==> src/design/ppeu_pkg.sv <==
// shared types, constants and helper functions for the se(2) pose update pipeline
package ppeu_pkg;

  localparam int CORDIC_STAGES = 24;
  localparam int DIV_STEPS     = 31;
  localparam int POS_W         = 32;
  localparam int ANG_W         = 31;
  localparam int TRIG_W        = 32;
  localparam int CXY_W         = 34;
  localparam int Z_W           = 32;
  localparam int REM_W         = 60;
  localparam int LIM_W         = 21;
  localparam int SQH_W         = 15;
  localparam int STEP_W        = 5;
  localparam int ADDR_W        = 3;
  localparam int DATA_W        = 32;

  localparam logic signed [Z_W-1:0] PI_Q28      = 32'sd843314857;
  localparam logic signed [Z_W-1:0] TWO_PI_Q28  = 32'sd1686629713;
  localparam logic signed [Z_W-1:0] HALF_PI_Q28 = 32'sd421657428;

  localparam logic signed [CXY_W-1:0]  GAIN_INV = 34'sd652032874;
  localparam logic signed [CXY_W-1:0]  ONE_WIDE = 34'sd1073741824;
  localparam logic signed [TRIG_W-1:0] ONE_Q30  = 32'sd1073741824;

  // register index taken from paddr above the byte lanes
  localparam logic [ADDR_W-3:0] REG_LIMIT = 1'b0;
  localparam logic [LIM_W-1:0]  LIMIT_RST = 21'd1;

  typedef struct packed {
    logic signed [CXY_W-1:0] x;
    logic signed [CXY_W-1:0] y;
    logic signed [Z_W-1:0]   z;
  } rot_t;

  typedef struct packed {
    logic [REM_W-1:0]     rem_s;
    logic [REM_W-1:0]     rem_c;
    logic [DIV_STEPS-1:0] q_s;
    logic [DIV_STEPS-1:0] q_c;
  } dvs_t;

  typedef struct packed {
    logic signed [POS_W-1:0]  px;
    logic signed [POS_W-1:0]  py;
    logic signed [POS_W-1:0]  dx;
    logic signed [POS_W-1:0]  dy;
    logic signed [ANG_W-1:0]  hd;
    logic                     dt_neg;
    logic [ANG_W-1:0]         dt_mag;
    logic                     use_ser;
    logic [SQH_W-1:0]         sq_hi;
    logic                     neg_d;
    logic                     neg_h;
    logic signed [TRIG_W-1:0] ser_s;
    logic signed [TRIG_W-1:0] cos_h;
    logic signed [TRIG_W-1:0] sin_h;
    logic                     sgn_s;
    logic                     sgn_c;
    logic                     ovf_s;
    logic                     ovf_c;
  } ctx_t;

  function automatic logic [27:0] atan_q28(input logic [STEP_W-1:0] i);
    logic [27:0] v;
    case (i)
      5'd0:  v = 28'd210828714;
      5'd1:  v = 28'd124459457;
      5'd2:  v = 28'd65760959;
      5'd3:  v = 28'd33381290;
      5'd4:  v = 28'd16755422;
      5'd5:  v = 28'd8385879;
      5'd6:  v = 28'd4193963;
      5'd7:  v = 28'd2097109;
      5'd8:  v = 28'd1048571;
      5'd9:  v = 28'd524287;
      5'd10: v = 28'd262144;
      5'd11: v = 28'd131072;
      5'd12: v = 28'd65536;
      5'd13: v = 28'd32768;
      5'd14: v = 28'd16384;
      5'd15: v = 28'd8192;
      5'd16: v = 28'd4096;
      5'd17: v = 28'd2048;
      5'd18: v = 28'd1024;
      5'd19: v = 28'd512;
      5'd20: v = 28'd256;
      5'd21: v = 28'd128;
      5'd22: v = 28'd64;
      5'd23: v = 28'd32;
      5'd24: v = 28'd16;
      5'd25: v = 28'd8;
      5'd26: v = 28'd4;
      5'd27: v = 28'd2;
      5'd28: v = 28'd1;
      default: v = 28'd0;
    endcase
    return v;
  endfunction

  function automatic logic signed [TRIG_W-1:0] clamp_q30(input logic signed [CXY_W-1:0] v);
    logic signed [TRIG_W-1:0] r;
    if (v > ONE_WIDE) begin
      r = ONE_Q30;
    end else if (v < -ONE_WIDE) begin
      r = -ONE_Q30;
    end else begin
      r = v[TRIG_W-1:0];
    end
    return r;
  endfunction

endpackage

==> src/design/ppeu_div_cell.sv <==
// one restoring-division step producing a quotient bit for both s and c
module ppeu_div_cell (
  input  logic                         clk,
  input  logic                         rst_n,
  input  logic                         en,
  input  logic [ppeu_pkg::STEP_W-1:0]  kshift,
  input  logic                         vld_i,
  input  ppeu_pkg::dvs_t               dv_i,
  input  ppeu_pkg::ctx_t               ctx_i,
  output logic                         vld_o,
  output ppeu_pkg::dvs_t               dv_o,
  output ppeu_pkg::ctx_t               ctx_o
);
  import ppeu_pkg::*;

  logic             vld_r;
  dvs_t             dv_r, dv_nxt;
  ctx_t             ctx_r;
  logic [REM_W:0]   dsh;
  logic             ge_s, ge_c;

  always_comb begin
    dsh  = {{(REM_W+1-ANG_W){1'b0}}, ctx_i.dt_mag} << kshift;
    ge_s = {1'b0, dv_i.rem_s} >= dsh;
    ge_c = {1'b0, dv_i.rem_c} >= dsh;
    dv_nxt.rem_s = ge_s ? dv_i.rem_s - dsh[REM_W-1:0] : dv_i.rem_s;
    dv_nxt.rem_c = ge_c ? dv_i.rem_c - dsh[REM_W-1:0] : dv_i.rem_c;
    dv_nxt.q_s   = {dv_i.q_s[DIV_STEPS-2:0], ge_s};
    dv_nxt.q_c   = {dv_i.q_c[DIV_STEPS-2:0], ge_c};
  end

  always_ff @(posedge clk) begin
    if (!rst_n) begin
      vld_r <= 1'b0;
    end else if (en) begin
      vld_r <= vld_i;
    end
  end

  always_ff @(posedge clk) begin
    if (en) begin
      dv_r  <= dv_nxt;
      ctx_r <= ctx_i;
    end
  end

  assign vld_o = vld_r;
  assign dv_o  = dv_r;
  assign ctx_o = ctx_r;

endmodule

==> config.mk <==
export PLATFORM = sky130hd
export DESIGN_NAME = ppeu_div_cell
export DESIGN_NICKNAME = d
export VERILOG_FILES = /design/src/design/ppeu_pkg.sv /design/src/design/ppeu_div_cell.sv
export SDC_FILE = /design/constraint.sdc
export NUM_CORES = 1
export LEC_CHECK = 0
export ABC_AREA = 1
export BUFFER_PORTS_ARGS = -buffer_cell sky130_fd_sc_hd__buf_2
export CORE_AREA = 2 2 382 384
export CTS_BUF_LIST = sky130_fd_sc_hd__clkbuf_4
export CTS_CLUSTER_DIAMETER = 150
export DETAILED_ROUTE_END_ITERATION = 7
export DIE_AREA = 0 0 384 386
export HOLD_SLACK_MARGIN = 0.06
export PLACE_DENSITY = 0.35
export SETUP_SLACK_MARGIN = 0.3
export SLEW_MARGIN = 20
export SYNTH_ARGS = -nofsm -noshare
export SYNTH_HDL_FRONTEND = slang
export SYNTH_SLANG_ARGS = --single-unit
==> constraint.sdc <==
create_clock -name clk -period 4.3 [get_ports clk]
set_input_delay 0.645 -clock clk [delete_from_list [all_inputs] [get_ports clk]]
set_output_delay 0.645 -clock clk [all_outputs]
set_load 0.01 [all_outputs]
* Yosys cells after proc, flatten, opt, wreduce, memory -nomap -nowiden
Cells that the tools add are included.
Operators by class: $add $sub $neg 2, shifts and indexed selects 1, multiplexer cells 2, order comparisons 2
Operator list (count):
- 60-bit by 61-bit >= comparator with 1-bit output | 2
- 60-bit two-way mux | 2
- 60-bit subtractor | 2
- 31-bit by 5-bit left shift with 61-bit output | 1
Storage, ports and cells: output and inout port bits 492, register bits 492, word-level logic and storage cells 30, bits of input ports 500

* Depth between registers and ports, before layout
depth in word-level cells 3, mapped depth 28, gate-level depth less buffers 27

* Least setup slack after synthesis
No wires, ideal clock.
kind input port to flip-flop, from input kshift[1] (netlist bit), to register dv_r, in the netlist dv_o[131], data pin, path slack 611 ps, stages on the path 25, arrival time 3437 ps, cells stage by stage clkbuf_1 > inv_1 > clkbuf_1 > nor2_1 > a31oi_1 > inv_1 > nand2_1 > o21ai_0 > nand2_1 > o21ai_0 > nand2_1 > o21ai_0 > ha_1 > nand2_1 > nor2_1 > nand2_2 > nor2_2 > nand2_1 > o21ai_1 > nand2_1 > nand3_1 > nand2_2 > clkbuf_1 > nand3_1 > nand2_1
RTL lines:
- start, declared | RTL line ppeu_div_cell.sv:6 | input logic [ppeu_pkg::STEP_W-1:0] kshift,
- end signal, assigned | RTL line ppeu_div_cell.sv:42 | dv_r <= dv_nxt;
- end, declared | RTL line ppeu_div_cell.sv:17 | dvs_t dv_r, dv_nxt;

==> impl_metrics.py <==
metrics = {
    "outcome": {
        "status": "complete, no violations",
    },
    "yosys": {
        "area_share_of_xor_xnor_cells_in_the_synthesized_design_pct": 1.78,
        "synth_enable_flop_cells": 491,
        "gate_count_of_the_mapped_netlist": 3754,
        "yosys.area_share.adder_pct": 5.74,
        "synth.net_count": 4388,
        "netlist_area_um2": 29500,
        "synthTopCellsByArea": "edfxtp_1 (50%), nand2_1 (20%), inv_1 (7.9%)",
        "post_synthesis_mux_area_share_pct": 0.136,
        "compound_gate_portion_of_the_synthesized_area_pct": 3.93,
        "seq_area_frac_synth_pct": 50.1,
        "post_synth_and_or_nand_nor_area_fraction_pct": 29.1,
        "synth_ff_type": "edfxtp_1",
        "synth.lib_cells_used.distinct": 34,
        "synthArstFlopShare_pct": 0,
        "post_synth.cell_area_avg_um2": 7.85,
        "synth.ff_latch_count": 492,
        "synth_largest_type_area_fraction_pct": 50.0,
        "ys.warnings.count": 0,
        "synth_top_family_by_area": "simple AND/OR/NAND/NOR gates",
        "synth_largest_area_cell": "edfxtp_1",
    },
    "cells_and_area": {
        "final_net_count": 6862,
        "areaGrowthSynthToFinish_pct": 73.6,
        "post_route_cells_drive_above_1_share_pct": 32.8,
        "finish.cell_count_without_fillers": 8261,
        "commonest_non_fill_non_tap_cell_in_the_layout": "nand2_1",
        "mostFrequentLayoutCells": "nand2_1 (1570), buf_2 (988), buf_4 (745)",
    },
    "critical_path": {
        "setup.worst_path.start_class": "input pin",
        "critical_path_arrival_ps": 4740,
        "timing_worst_setup_path_type": "in -> reg",
        "worst_setup_path_end_kind": "flip-flop",
        "path_max_fanout": 14,
        "reg2reg_slack_ps": 3130,
        "cp_data_required_time_ps": 5160,
    },
    "clock_network": {
        "cts_buffer_depth": 3,
        "h_tree_lvl_count": 4,
        "worstSkewPairLatency_ps": 1110,
        "cts_buffers": 146,
        "cts_tree": "yes",
        "numClockSinks": 492,
        "ctsRootBufferMaster": "clkbuf_4",
        "clk_transition_reported_paths_ps": 70,
    },
    "timing": {
        "hold_ws_ps": 228,
        "fin_worst_skew_ps": 0,
        "slew-limit-headroom_pct": 39.9,
        "timing.final.max_slew_violations": 0,
        "period_needed_ps": 3880,
        "grt_setup_unrepaired": "no",
        "worst_pin_slew_ps": 901,
        "setup_viol": 0,
        "finalHoldViolations": 0,
        "max_freq_mhz": 258,
        "layout_worst_path_cycle_share_pct": 90.2,
    },
    "flow_run": {
        "cap_viol_max_count": 0,
    },
    "grt": {
        "wire_length_of_the_first_global_routing_pass_mm": 237,
        "overflow": 0,
        "globalRouteTotalUtil_pct": 22.8,
        "grt_pass1_vias": 34200,
        "grt_antenna_before_repair": 53,
        "pin_count_of_the_biggest_net_entering_global_routing": 77,
    },
    "detailed_routing": {
        "drt-pass1-iter-count": 6,
        "detail_route.drc_violations": 0,
        "dr.first_iter.drc_count": 2030,
        "dr_total_vias": 33900,
        "final_antenna_net_count": 0,
        "wl_per_cell_um": 21.2,
        "postRouteWirelength_mm": 175,
        "viasPerCell": 4.11,
    },
    "pwr": {
        "p_sw_mw": 6.05,
        "power_frac_seq_pct": 36.6,
        "swShare_pct": 35.8,
        "power_density_nw_per_um2": 331,
        "max-vdd-ir-drop_v": 0.000229,
        "static-leakage-power_nw": 26.3,
        "p_clk_share_pct": 27.7,
        "internal_power_mw": 10.9,
        "comb_power_share_pct": 35.7,
    },
    "place": {
        "buffer_ports.inserted": 989,
        "place.detailed.hpwl_mm": 147,
        "place_inst": 7371,
        "place.gp.congestion": 0.935,
    },
    "floorplan": {
        "fp.dieH_um": 386,
        "chipWidth_um": 384,
        "die-area_um2": 148000,
        "io_pins": 992,
        "row_count": 140,
        "core-area_um2": 145000,
        "start_util_pct": 20.4,
    },
    "min_path": {
        "hold_path.class": "in -> reg",
    },
}
[power groups by stage]
stage / Sequential, mW / Clock, mW / Combinational (mW)
3_3_place_gp: 6.29 / 0 / 5.56
4_1_cts: 6.18 / 4.93 / 6.06
2_1_floorplan: 6.37 / 0 / 2.01
3_5_place_dp: 6.26 / 0 / 5.54
6_report: 6.19 / 4.69 / 6.03
5_1_grt: 6.21 / 5.16 / 6.60
[critical path, stage by stage]
cell and delay, ps:
dlygate4sd3_1 530, buf_2 170, nand2_1 60, o21ai_0 110, o21ai_0 170, nand2_1 80
o21ai_0 130, buf_4 190, nor2_1 140, buf_4 130, nand2_1 160, ha_1 360
nand2_1 220, nor2_1 230, nand3_1 230, nor2_1 160, buf_4 110, nand2_1 80
nand3_1 80, nand2_1 50, nand2_1 70, nand2_2 100, buf_12 200, buf_12 150
nand3_1 80, nand2_1 90
[final timing paths]
check,startpoint,endpoint,cells after the start
setup / recovery,ctx_i[146],dv_o[85]$_DFFE_PP_,26
hold / removal,dv_i[9],dv_o[10]$_DFFE_PP_,2
setup reg to reg,vld_o$_SDFFE_PN0P_,vld_o$_SDFFE_PN0P_,3
hold reg to reg,vld_o$_SDFFE_PN0P_,vld_o$_SDFFE_PN0P_,3
[Yosys cell counts (3+ instances only)]
library cell	instances
xnor2_1	8
inv_1	620
edfxtp_1	491
ha_1	132
a31oi_1	8
buf_1	5
inv_2	6
nand3_1	258
xor2_1	52
and2_0	3
a21oi_1	79
buf_2	21
nand4_1	24
clkbuf_1	34
nor3_1	28
buf_4	12
o21bai_1	16
nand2_1	1579
or2_2	6
nor2_2	12
nor2_1	210
nand2_2	8
o21ai_0	115
and2_1	8
mux2i_1	4
[metrics by stage]
| stage | util, % | total power [mW] | setup TNS [ps] | instance area (µm²) | worst slack (ps) |
|---|---|---|---|---|---|
| after global routing | 35.4 | 18.0 | 0 | 51200 | 350 |
| after CTS | 35.2 | 17.2 | 0 | 50900 | 316 |
| after global placement | 29.6 | 11.9 | -91200 | 42800 | -816 |
| final | 35.4 | 16.9 | 0 | 51200 | 420 |
| after floorplan | - | 8.39 | 0 | 29500 | 611 |
| after detailed placement | 29.6 | 11.8 | -87860 | 42800 | -801 |
[kinds of logic (layout without fill, tap and decap cells)]
family / Yosys count / after routing
AO/OA/AOI/OAI: 221 / 221
XOR/XNOR: 60 / 60
adder cells (fa/ha/maj): 134 / 134
buffers and inverters: 700 / 3275
flip-flops: 492 / 492
multiplexers: 4 / 4
other: 0 / 15
AND/OR/NAND/NOR: 2143 / 2143
[flip-flops by register name, summed over array words and instances, names as in the netlist]
signal  flops
vld_o       1
ctx_o     309
dv_o      182
[routing by layer]
metal,GRT usage [%],wire (µm)
met4,9.83,7960
met3,3.39,7870
met2,43.2,91800
met5,0,27
met1,24.9,67300
[repair_timing]
item                       4_1_cts  5_1_grt
gates resized for setup          0       98
setup endpoints to repair        0      122
hold buffers                   625        0
hold endpoints to repair       547        0
setup buffers                    0        1
[layout make-up]
type | count | area, µm²
Antenna cell | 15 | 37.5
Clock buffer | 206 | 1550
Clock inverter | 43 | 288
Fill cell | 15500 | 93400
Inverter | 628 | 2360
Multi-Input combinational cell | 2562 | 12200
Sequential cell | 492 | 14800
Tap cell | 1917 | 2400
Timing Repair Buffer | 2398 | 17600
(Power assumes the default switching activity.)
