### src/design/ppeu_pkg.sv
// shared types, constants and helper functions for the se(2) pose update pipeline
package ppeu_pkg;

  localparam int CORDIC_STAGES = 24;
  localparam int DIV_STEPS     = 31;
  localparam int POS_W         = 32;
  localparam int ANG_W         = 31;
  localparam int TRIG_W        = 32;
  localparam int CXY_W         = 34;
  localparam int Z_W           = 32;
  localparam int REM_W         = 60;
  localparam int LIM_W         = 21;
  localparam int SQH_W         = 15;
  localparam int STEP_W        = 5;
  localparam int ADDR_W        = 3;
  localparam int DATA_W        = 32;

  localparam logic signed [Z_W-1:0] PI_Q28      = 32'sd843314857;
  localparam logic signed [Z_W-1:0] TWO_PI_Q28  = 32'sd1686629713;
  localparam logic signed [Z_W-1:0] HALF_PI_Q28 = 32'sd421657428;

  localparam logic signed [CXY_W-1:0]  GAIN_INV = 34'sd652032874;
  localparam logic signed [CXY_W-1:0]  ONE_WIDE = 34'sd1073741824;
  localparam logic signed [TRIG_W-1:0] ONE_Q30  = 32'sd1073741824;

  // register index taken from paddr above the byte lanes
  localparam logic [ADDR_W-3:0] REG_LIMIT = 1'b0;
  localparam logic [LIM_W-1:0]  LIMIT_RST = 21'd1;

  typedef struct packed {
    logic signed [CXY_W-1:0] x;
    logic signed [CXY_W-1:0] y;
    logic signed [Z_W-1:0]   z;
  } rot_t;

  typedef struct packed {
    logic [REM_W-1:0]     rem_s;
    logic [REM_W-1:0]     rem_c;
    logic [DIV_STEPS-1:0] q_s;
    logic [DIV_STEPS-1:0] q_c;
  } dvs_t;

  typedef struct packed {
    logic signed [POS_W-1:0]  px;
    logic signed [POS_W-1:0]  py;
    logic signed [POS_W-1:0]  dx;
    logic signed [POS_W-1:0]  dy;
    logic signed [ANG_W-1:0]  hd;
    logic                     dt_neg;
    logic [ANG_W-1:0]         dt_mag;
    logic                     use_ser;
    logic [SQH_W-1:0]         sq_hi;
    logic                     neg_d;
    logic                     neg_h;
    logic signed [TRIG_W-1:0] ser_s;
    logic signed [TRIG_W-1:0] cos_h;
    logic signed [TRIG_W-1:0] sin_h;
    logic                     sgn_s;
    logic                     sgn_c;
    logic                     ovf_s;
    logic                     ovf_c;
  } ctx_t;

  function automatic logic [27:0] atan_q28(input logic [STEP_W-1:0] i);
    logic [27:0] v;
    case (i)
      5'd0:  v = 28'd210828714;
      5'd1:  v = 28'd124459457;
      5'd2:  v = 28'd65760959;
      5'd3:  v = 28'd33381290;
      5'd4:  v = 28'd16755422;
      5'd5:  v = 28'd8385879;
      5'd6:  v = 28'd4193963;
      5'd7:  v = 28'd2097109;
      5'd8:  v = 28'd1048571;
      5'd9:  v = 28'd524287;
      5'd10: v = 28'd262144;
      5'd11: v = 28'd131072;
      5'd12: v = 28'd65536;
      5'd13: v = 28'd32768;
      5'd14: v = 28'd16384;
      5'd15: v = 28'd8192;
      5'd16: v = 28'd4096;
      5'd17: v = 28'd2048;
      5'd18: v = 28'd1024;
      5'd19: v = 28'd512;
      5'd20: v = 28'd256;
      5'd21: v = 28'd128;
      5'd22: v = 28'd64;
      5'd23: v = 28'd32;
      5'd24: v = 28'd16;
      5'd25: v = 28'd8;
      5'd26: v = 28'd4;
      5'd27: v = 28'd2;
      5'd28: v = 28'd1;
      default: v = 28'd0;
    endcase
    return v;
  endfunction

  function automatic logic signed [TRIG_W-1:0] clamp_q30(input logic signed [CXY_W-1:0] v);
    logic signed [TRIG_W-1:0] r;
    if (v > ONE_WIDE) begin
      r = ONE_Q30;
    end else if (v < -ONE_WIDE) begin
      r = -ONE_Q30;
    end else begin
      r = v[TRIG_W-1:0];
    end
    return r;
  endfunction

endpackage

### src/design/ppeu_cordic_cell.sv
// one rotation-mode cordic micro-rotation for the twist angle and the heading lanes
module ppeu_cordic_cell (
  input  logic                         clk,
  input  logic                         rst_n,
  input  logic                         en,
  input  logic [ppeu_pkg::STEP_W-1:0]  step,
  input  logic                         vld_i,
  input  ppeu_pkg::rot_t               rd_i,
  input  ppeu_pkg::rot_t               rh_i,
  input  ppeu_pkg::ctx_t               ctx_i,
  output logic                         vld_o,
  output ppeu_pkg::rot_t               rd_o,
  output ppeu_pkg::rot_t               rh_o,
  output ppeu_pkg::ctx_t               ctx_o
);
  import ppeu_pkg::*;

  logic vld_r;
  rot_t rd_r, rd_nxt, rh_r, rh_nxt;
  ctx_t ctx_r;

  function automatic rot_t rot_step(input rot_t r, input logic [STEP_W-1:0] k);
    rot_t o;
    logic signed [CXY_W-1:0] xs, ys;
    logic signed [Z_W-1:0]   at;
    xs = r.x >>> k;
    ys = r.y >>> k;
    at = $signed({4'b0, atan_q28(k)});
    if (!r.z[Z_W-1]) begin
      o.x = r.x - ys;
      o.y = r.y + xs;
      o.z = r.z - at;
    end else begin
      o.x = r.x + ys;
      o.y = r.y - xs;
      o.z = r.z + at;
    end
    return o;
  endfunction

  always_comb begin
    rd_nxt = rot_step(rd_i, step);
    rh_nxt = rot_step(rh_i, step);
  end

  always_ff @(posedge clk) begin
    if (!rst_n) begin
      vld_r <= 1'b0;
    end else if (en) begin
      vld_r <= vld_i;
    end
  end

  always_ff @(posedge clk) begin
    if (en) begin
      rd_r  <= rd_nxt;
      rh_r  <= rh_nxt;
      ctx_r <= ctx_i;
    end
  end

  assign vld_o = vld_r;
  assign rd_o  = rd_r;
  assign rh_o  = rh_r;
  assign ctx_o = ctx_r;

endmodule

### config.mk
export PLATFORM = sky130hd
export DESIGN_NAME = ppeu_cordic_cell
export DESIGN_NICKNAME = d
export VERILOG_FILES = /design/src/design/ppeu_pkg.sv /design/src/design/ppeu_cordic_cell.sv
export SDC_FILE = /design/constraint.sdc
export NUM_CORES = 1
export LEC_CHECK = 0
export BUFFER_PORTS_ARGS = -buffer_cell sky130_fd_sc_hd__buf_4
export CAP_MARGIN = 15
export CORE_AREA = 2 2 396 398
export CTS_BUF_LIST = sky130_fd_sc_hd__clkbuf_2 sky130_fd_sc_hd__clkbuf_4 sky130_fd_sc_hd__clkbuf_8
export CTS_CLUSTER_DIAMETER = 60
export CTS_CLUSTER_SIZE = 24
export DETAILED_ROUTE_END_ITERATION = 6
export DIE_AREA = 0 0 398 400
export GPL_TIMING_DRIVEN = 0
export PLACE_DENSITY = 0.5
export SYNTH_ARGS = -nofsm -noshare
export SYNTH_HDL_FRONTEND = slang
export SYNTH_SLANG_ARGS = --single-unit
### constraint.sdc
create_clock -name clk -period 10.3 [get_ports clk]
set_clock_uncertainty 0.1 [all_clocks]
set_input_delay 2.06 -clock clk [delete_from_list [all_inputs] [get_ports clk]]
set_output_delay 2.06 -clock clk [all_outputs]
set_load 0.01 [all_outputs]
Word level (Yosys, flattened, before mapping)
Memories as Yosys holds them, arrays and structs flattened.
Cells that the tools add are included.
{"block": "op_classes", "shift": 4, "n_addsub": 12, "mux": 2}
{"operator": "100-bit 2-to-1 mux", "count": 2}
{"operator": "34-bit adder", "count": 4}
{"operator": "34-bit by 5-bit >>> shifter with 34-bit output", "count": 4}
{"operator": "34-bit subtractor", "count": 4}
{"operator": "32-bit by 29-bit adder with 32-bit output", "count": 2}
{"operator": "32-bit by 29-bit subtractor with 32-bit output", "count": 2}
{"block": "totals", "memories": 2, "mem_bits_ro": 1792, "elab_cells": 45, "ff_bits": 510, "in_bits": 518, "out_inout_bits": 510}
{"name": "(no name shown)", "depth": 32, "word_bits": 28, "read_ports": 1, "rd_ports_with_merged_regs": 0, "write_ports": 0, "line_no": "ppeu_pkg.sv:66", "source": "case (i)"}
{"name": "(no name shown)", "depth": 32, "word_bits": 28, "read_ports": 1, "rd_ports_with_merged_regs": 0, "write_ports": 0, "line_no": "ppeu_pkg.sv:66"}

Depth between registers and ports, before layout
{"block": "depth", "ltp_word": 3, "ltp_mapped": 31, "depth_no_buf": 26}

Worst setup path before layout
Ideal clock, no wire load.
{"block": "synth_timing", "path_kind": "input port to flip-flop", "from": "in step[1] (netlist bit)", "to": "reg rh_r, in the netlist rh_o[31], data pin", "path_stages": 30, "path_slack_ps": 2002, "setup_time_ps": 262, "path_buffers": 5, "t_required_ps": 9938, "t_arrival_ps": 7936, "cell_sequence": "buf_2 > buf_6 > inv_2 > buf_1 > clkbuf_1 > ha_1 > clkbuf_1 > or3_1 > a21oi_1 > nor2_1 > ha_1 > inv_1 > nor3b_1 > nand4_1 > nor3b_1 > nor3b_2 > and3_1 > nor2_1 > mux2_2 > ha_1 > a21o_1 > a21o_1 > a21oi_1 > nor2b_1 > o21ai_0 > o21ai_0 > o41ai_1 > o2111ai_1 > a21oi_1 > xor2_1"}
{"element": "start: declaration", "line_no": "ppeu_cordic_cell.sv:6", "source": "input logic [ppeu_pkg::STEP_W-1:0] step,"}
{"element": "end signal: assignment", "line_no": "ppeu_cordic_cell.sv:57", "source": "rh_r <= rh_nxt;"}
{"element": "end: declaration", "line_no": "ppeu_cordic_cell.sv:19", "source": "rot_t rd_r, rd_nxt, rh_r, rh_nxt;"}

==> flow_summary_export.csv <==
group,metric,value,unit
clock_tree,clk_latency,820,ps
grt,grt_pass1_wl,333000,um
clock_tree,cts_tree,"done",
timing,fin_crit_sh,100,%
yosys,seq_area_frac_synth,40.3,%
critical_path,end_kind,"flip-flop",
placement,dp_cells,6507,
grt,grt_usage,31.4,%
timing,rsz0062_at_grt,"false",
grt,antenna_found_initial,44,
grt,grtUsageMet3,7.61,%
die,initial_core_util,24.5,%
timing,postLayoutSetupSlackWorst,-14.4,ps
die,die_w,398,um
yosys,synth-main-ff-cell,"edfxtp_1",
grt,busiest_layer,"met2",
run_status,violations,"max-slew violations, negative setup slack",
power,power,0.00839,W
timing,maxSlewHeadroom,-6.77,%
drt,num_vias,36400,
die,core_area,0.155,mm2
yosys,synth_nets,4124,
timing,setup_violations,1,
clock_tree,clk_pin_slew_worst_paths,100,ps
power,power.share.sequential,33.9,%
drt,drc,0,
yosys,syn_inst,3397,
drt,routed_wl,260000,um
timing,fmax,97.0,MHz
placement,gp_congestion,1.02,
timing,tightest_slew,1600,ps
power,pwr-share-clk,22.3,%
clock_tree,clock-sinks,510,
power,p_per_area,166,mW/mm2
yosys,post_synth_num_cell_types,114,
critical_path,critPathLaunchType,"input pin",
hold_path,hp-class,"flip-flop to flip-flop",
placement,io_buffers,1024,
yosys,yosys_warnings,0,
finish,area_growth,32.7,%
grt,overflow,0,
clock_tree,cts_buffers,67,
yosys,synth_area,0.0380,mm2
timing,post-route-min-period,10310,ps
grt,use_met2,54.3,%
critical_path,required,10760,ps
clock_tree,h-tree-depth,3,
drt,drt-pass1-iter-count,5,
clock_tree,clock_path_buffers,3,
die,ios,1028,
run_status,status,"finished, violations left",
power,p_sw_share,41.1,%
finish,stdcell_count,6643,
power,vdd_drop_max,0.000113,V
power,power_switching,0.00345,W
finish,mostFrequentLayoutCells,"1,039 x buf_4, 509 x edfxtp_1, 310 x nor2_1, 243 x a21oi_1, 205 x xnor2_1",
power,p_comb_share,43.9,%
drt,ant_nets,0,
drt,routedWlPerCell,39.2,um
timing,hold_viol,0,
die,die-area,0.159,mm2
power,power.leakage,20.6,nW
critical_path,criticalPathCategory,"input pin to flip-flop",
grt,grt_pass1_vias,35300,
drt,drt_iter0_drc,3457,
yosys,async_reset_ff_share,0,%
placement,dp_hpwl,214000,um
power,power.internal,0.00495,W
die,dieHeight,400,um
finish,drive_gt1_share,34.3,%
clock_tree,root_buffer,"clkbuf_8",
grt,grt_util_met1,34.0,%
grt,grt_max_degree,117,
finish,finalCoreUtilization,32.5,%
yosys,synth-seq-cells,510,
timing,slew_viol_final,2,
yosys,syn_avg_cell_area,11.2,um2
finish,layout.nets,5244,
placement,dp_slack,-2270,ps
die,rows,145,
job,drv_cap,0,
clock_tree,hold_buffers,0,
critical_path,worstPathArrival,10770,ps
critical_path,crit_path_max_fanout,10,
yosys,synth_enable_flop_cells,509,
finish,layout_commonest_cell,"buf_4",
drt,via_per_inst,5.48,
cell families after synthesis:
kind of cell,after synthesis,share of synthesized area (%)
AND/OR/NAND/NOR,886,11.6
multiplexers,352,15.3
AO/OA/AOI/OAI,862,14.9
XOR/XNOR,322,7.43
buffers and inverters,256,3.42
adder cells (fa/ha/maj),209,7.00
flip-flops,510,40.3
cell usage after synthesis, types with 66 or more instances:
| cell | number | share of area [%] |
|---|---|---|
| mux2_2 | 75 | 2.2 |
| a21oi_1 | 244 | 3.2 |
| a21o_1 | 85 | 1.7 |
| xnor2_1 | 205 | 4.7 |
| edfxtp_1 | 509 | 40 |
| o21ai_0 | 133 | 1.8 |
| mux2i_1 | 100 | 2.6 |
| clkbuf_1 | 66 | 0.65 |
| mux4_2 | 157 | 9.3 |
| ha_1 | 203 | 6.7 |
| nor2_1 | 313 | 3.1 |
| nand2_1 | 200 | 2.0 |
| xor2_1 | 117 | 2.7 |
| inv_1 | 89 | 0.88 |
critical path, stage by stage:
cell and delay, ps:
clkbuf_1 520, buf_2 530, buf_2 470, buf_2 550, buf_2 510, buf_2 590, buf_2 670, a21oi_1 280
o21ai_0 960, nor2_1 330, and4_1 320, a21oi_1 200, xnor2_1 160, ha_1 400, o21a_1 160, o21ai_0 140
o21bai_1 230, a21oi_1 130, o2111ai_1 210, a31oi_1 80, or3_1 480, o211ai_1 370, a31oi_1 160, xnor2_1 160
final timing paths:
check / start / endpoint / slack [ps] / cells past startpoint
hold / removal: vld_o / vld_o / 430 / 2
setup reg to reg: vld_o / vld_o / 9600 / 2
hold reg to reg: vld_o / vld_o / 430 / 2
setup / recovery: step[2] / rh_o[99] / -10 / 24
final cells by class:
cell class / instances / area, um2
multi-input combinational: 2631 / 21400
clock inverter: 55 / 652
sequential: 510 / 15300
fill: 16000 / 105000
buffer: 159 / 972
clock buffer: 68 / 930
antenna: 14 / 35.0
tap: 2058 / 2570
inverter: 92 / 345
timing repair buffer: 1056 / 8170
state kept, by name (all words and copies together) (netlist names):
signal and flops:
vld_o 1, rh_o 100, rd_o 100, ctx_o 309
timing repair:
item | in CTS | in global routing
resized for setup | 10 | 11
pin swaps | 1 | 0
setup endpoints to repair | 35 | 7
cloned | 0 | 0
endpoints found under the hold margin | 0 | 0
setup buffers | 2 | 0
power by group through the flow:
| stage | logic, W | registers, W | clock network [W] |
|---|---|---|---|
| 2_1_floorplan | 0.00165 | 0.00303 | 0 |
| 3_3_place_gp | 0.00363 | 0.00290 | 0 |
| 5_1_grt | 0.00385 | 0.00287 | 0.00200 |
| 6_report | 0.00368 | 0.00284 | 0.00187 |
| 3_5_place_dp | 0.00363 | 0.00289 | 0 |
| 4_1_cts | 0.00365 | 0.00285 | 0.00195 |
metrics by stage:
stage | hold WS (ps) | setup TNS, ps | instance area [um2]
3_5_place_dp | 418 | -62420 | 48700
6_report | 434 | -14.4 | 50400
5_1_grt | 477 | 0 | 50400
4_1_cts | 440 | 0 | 50300
3_3_place_gp | 409 | -136410 | 48200
2_1_floorplan | 438 | 0 | 38000
per-layer routing:
layer  wire (um)  share of wire (%)
met1       92400                 35
met2      127000                 49
met3       19100                7.3
met4       21100                8.1
met5         286               0.11
(Power assumes the default switching activity.)
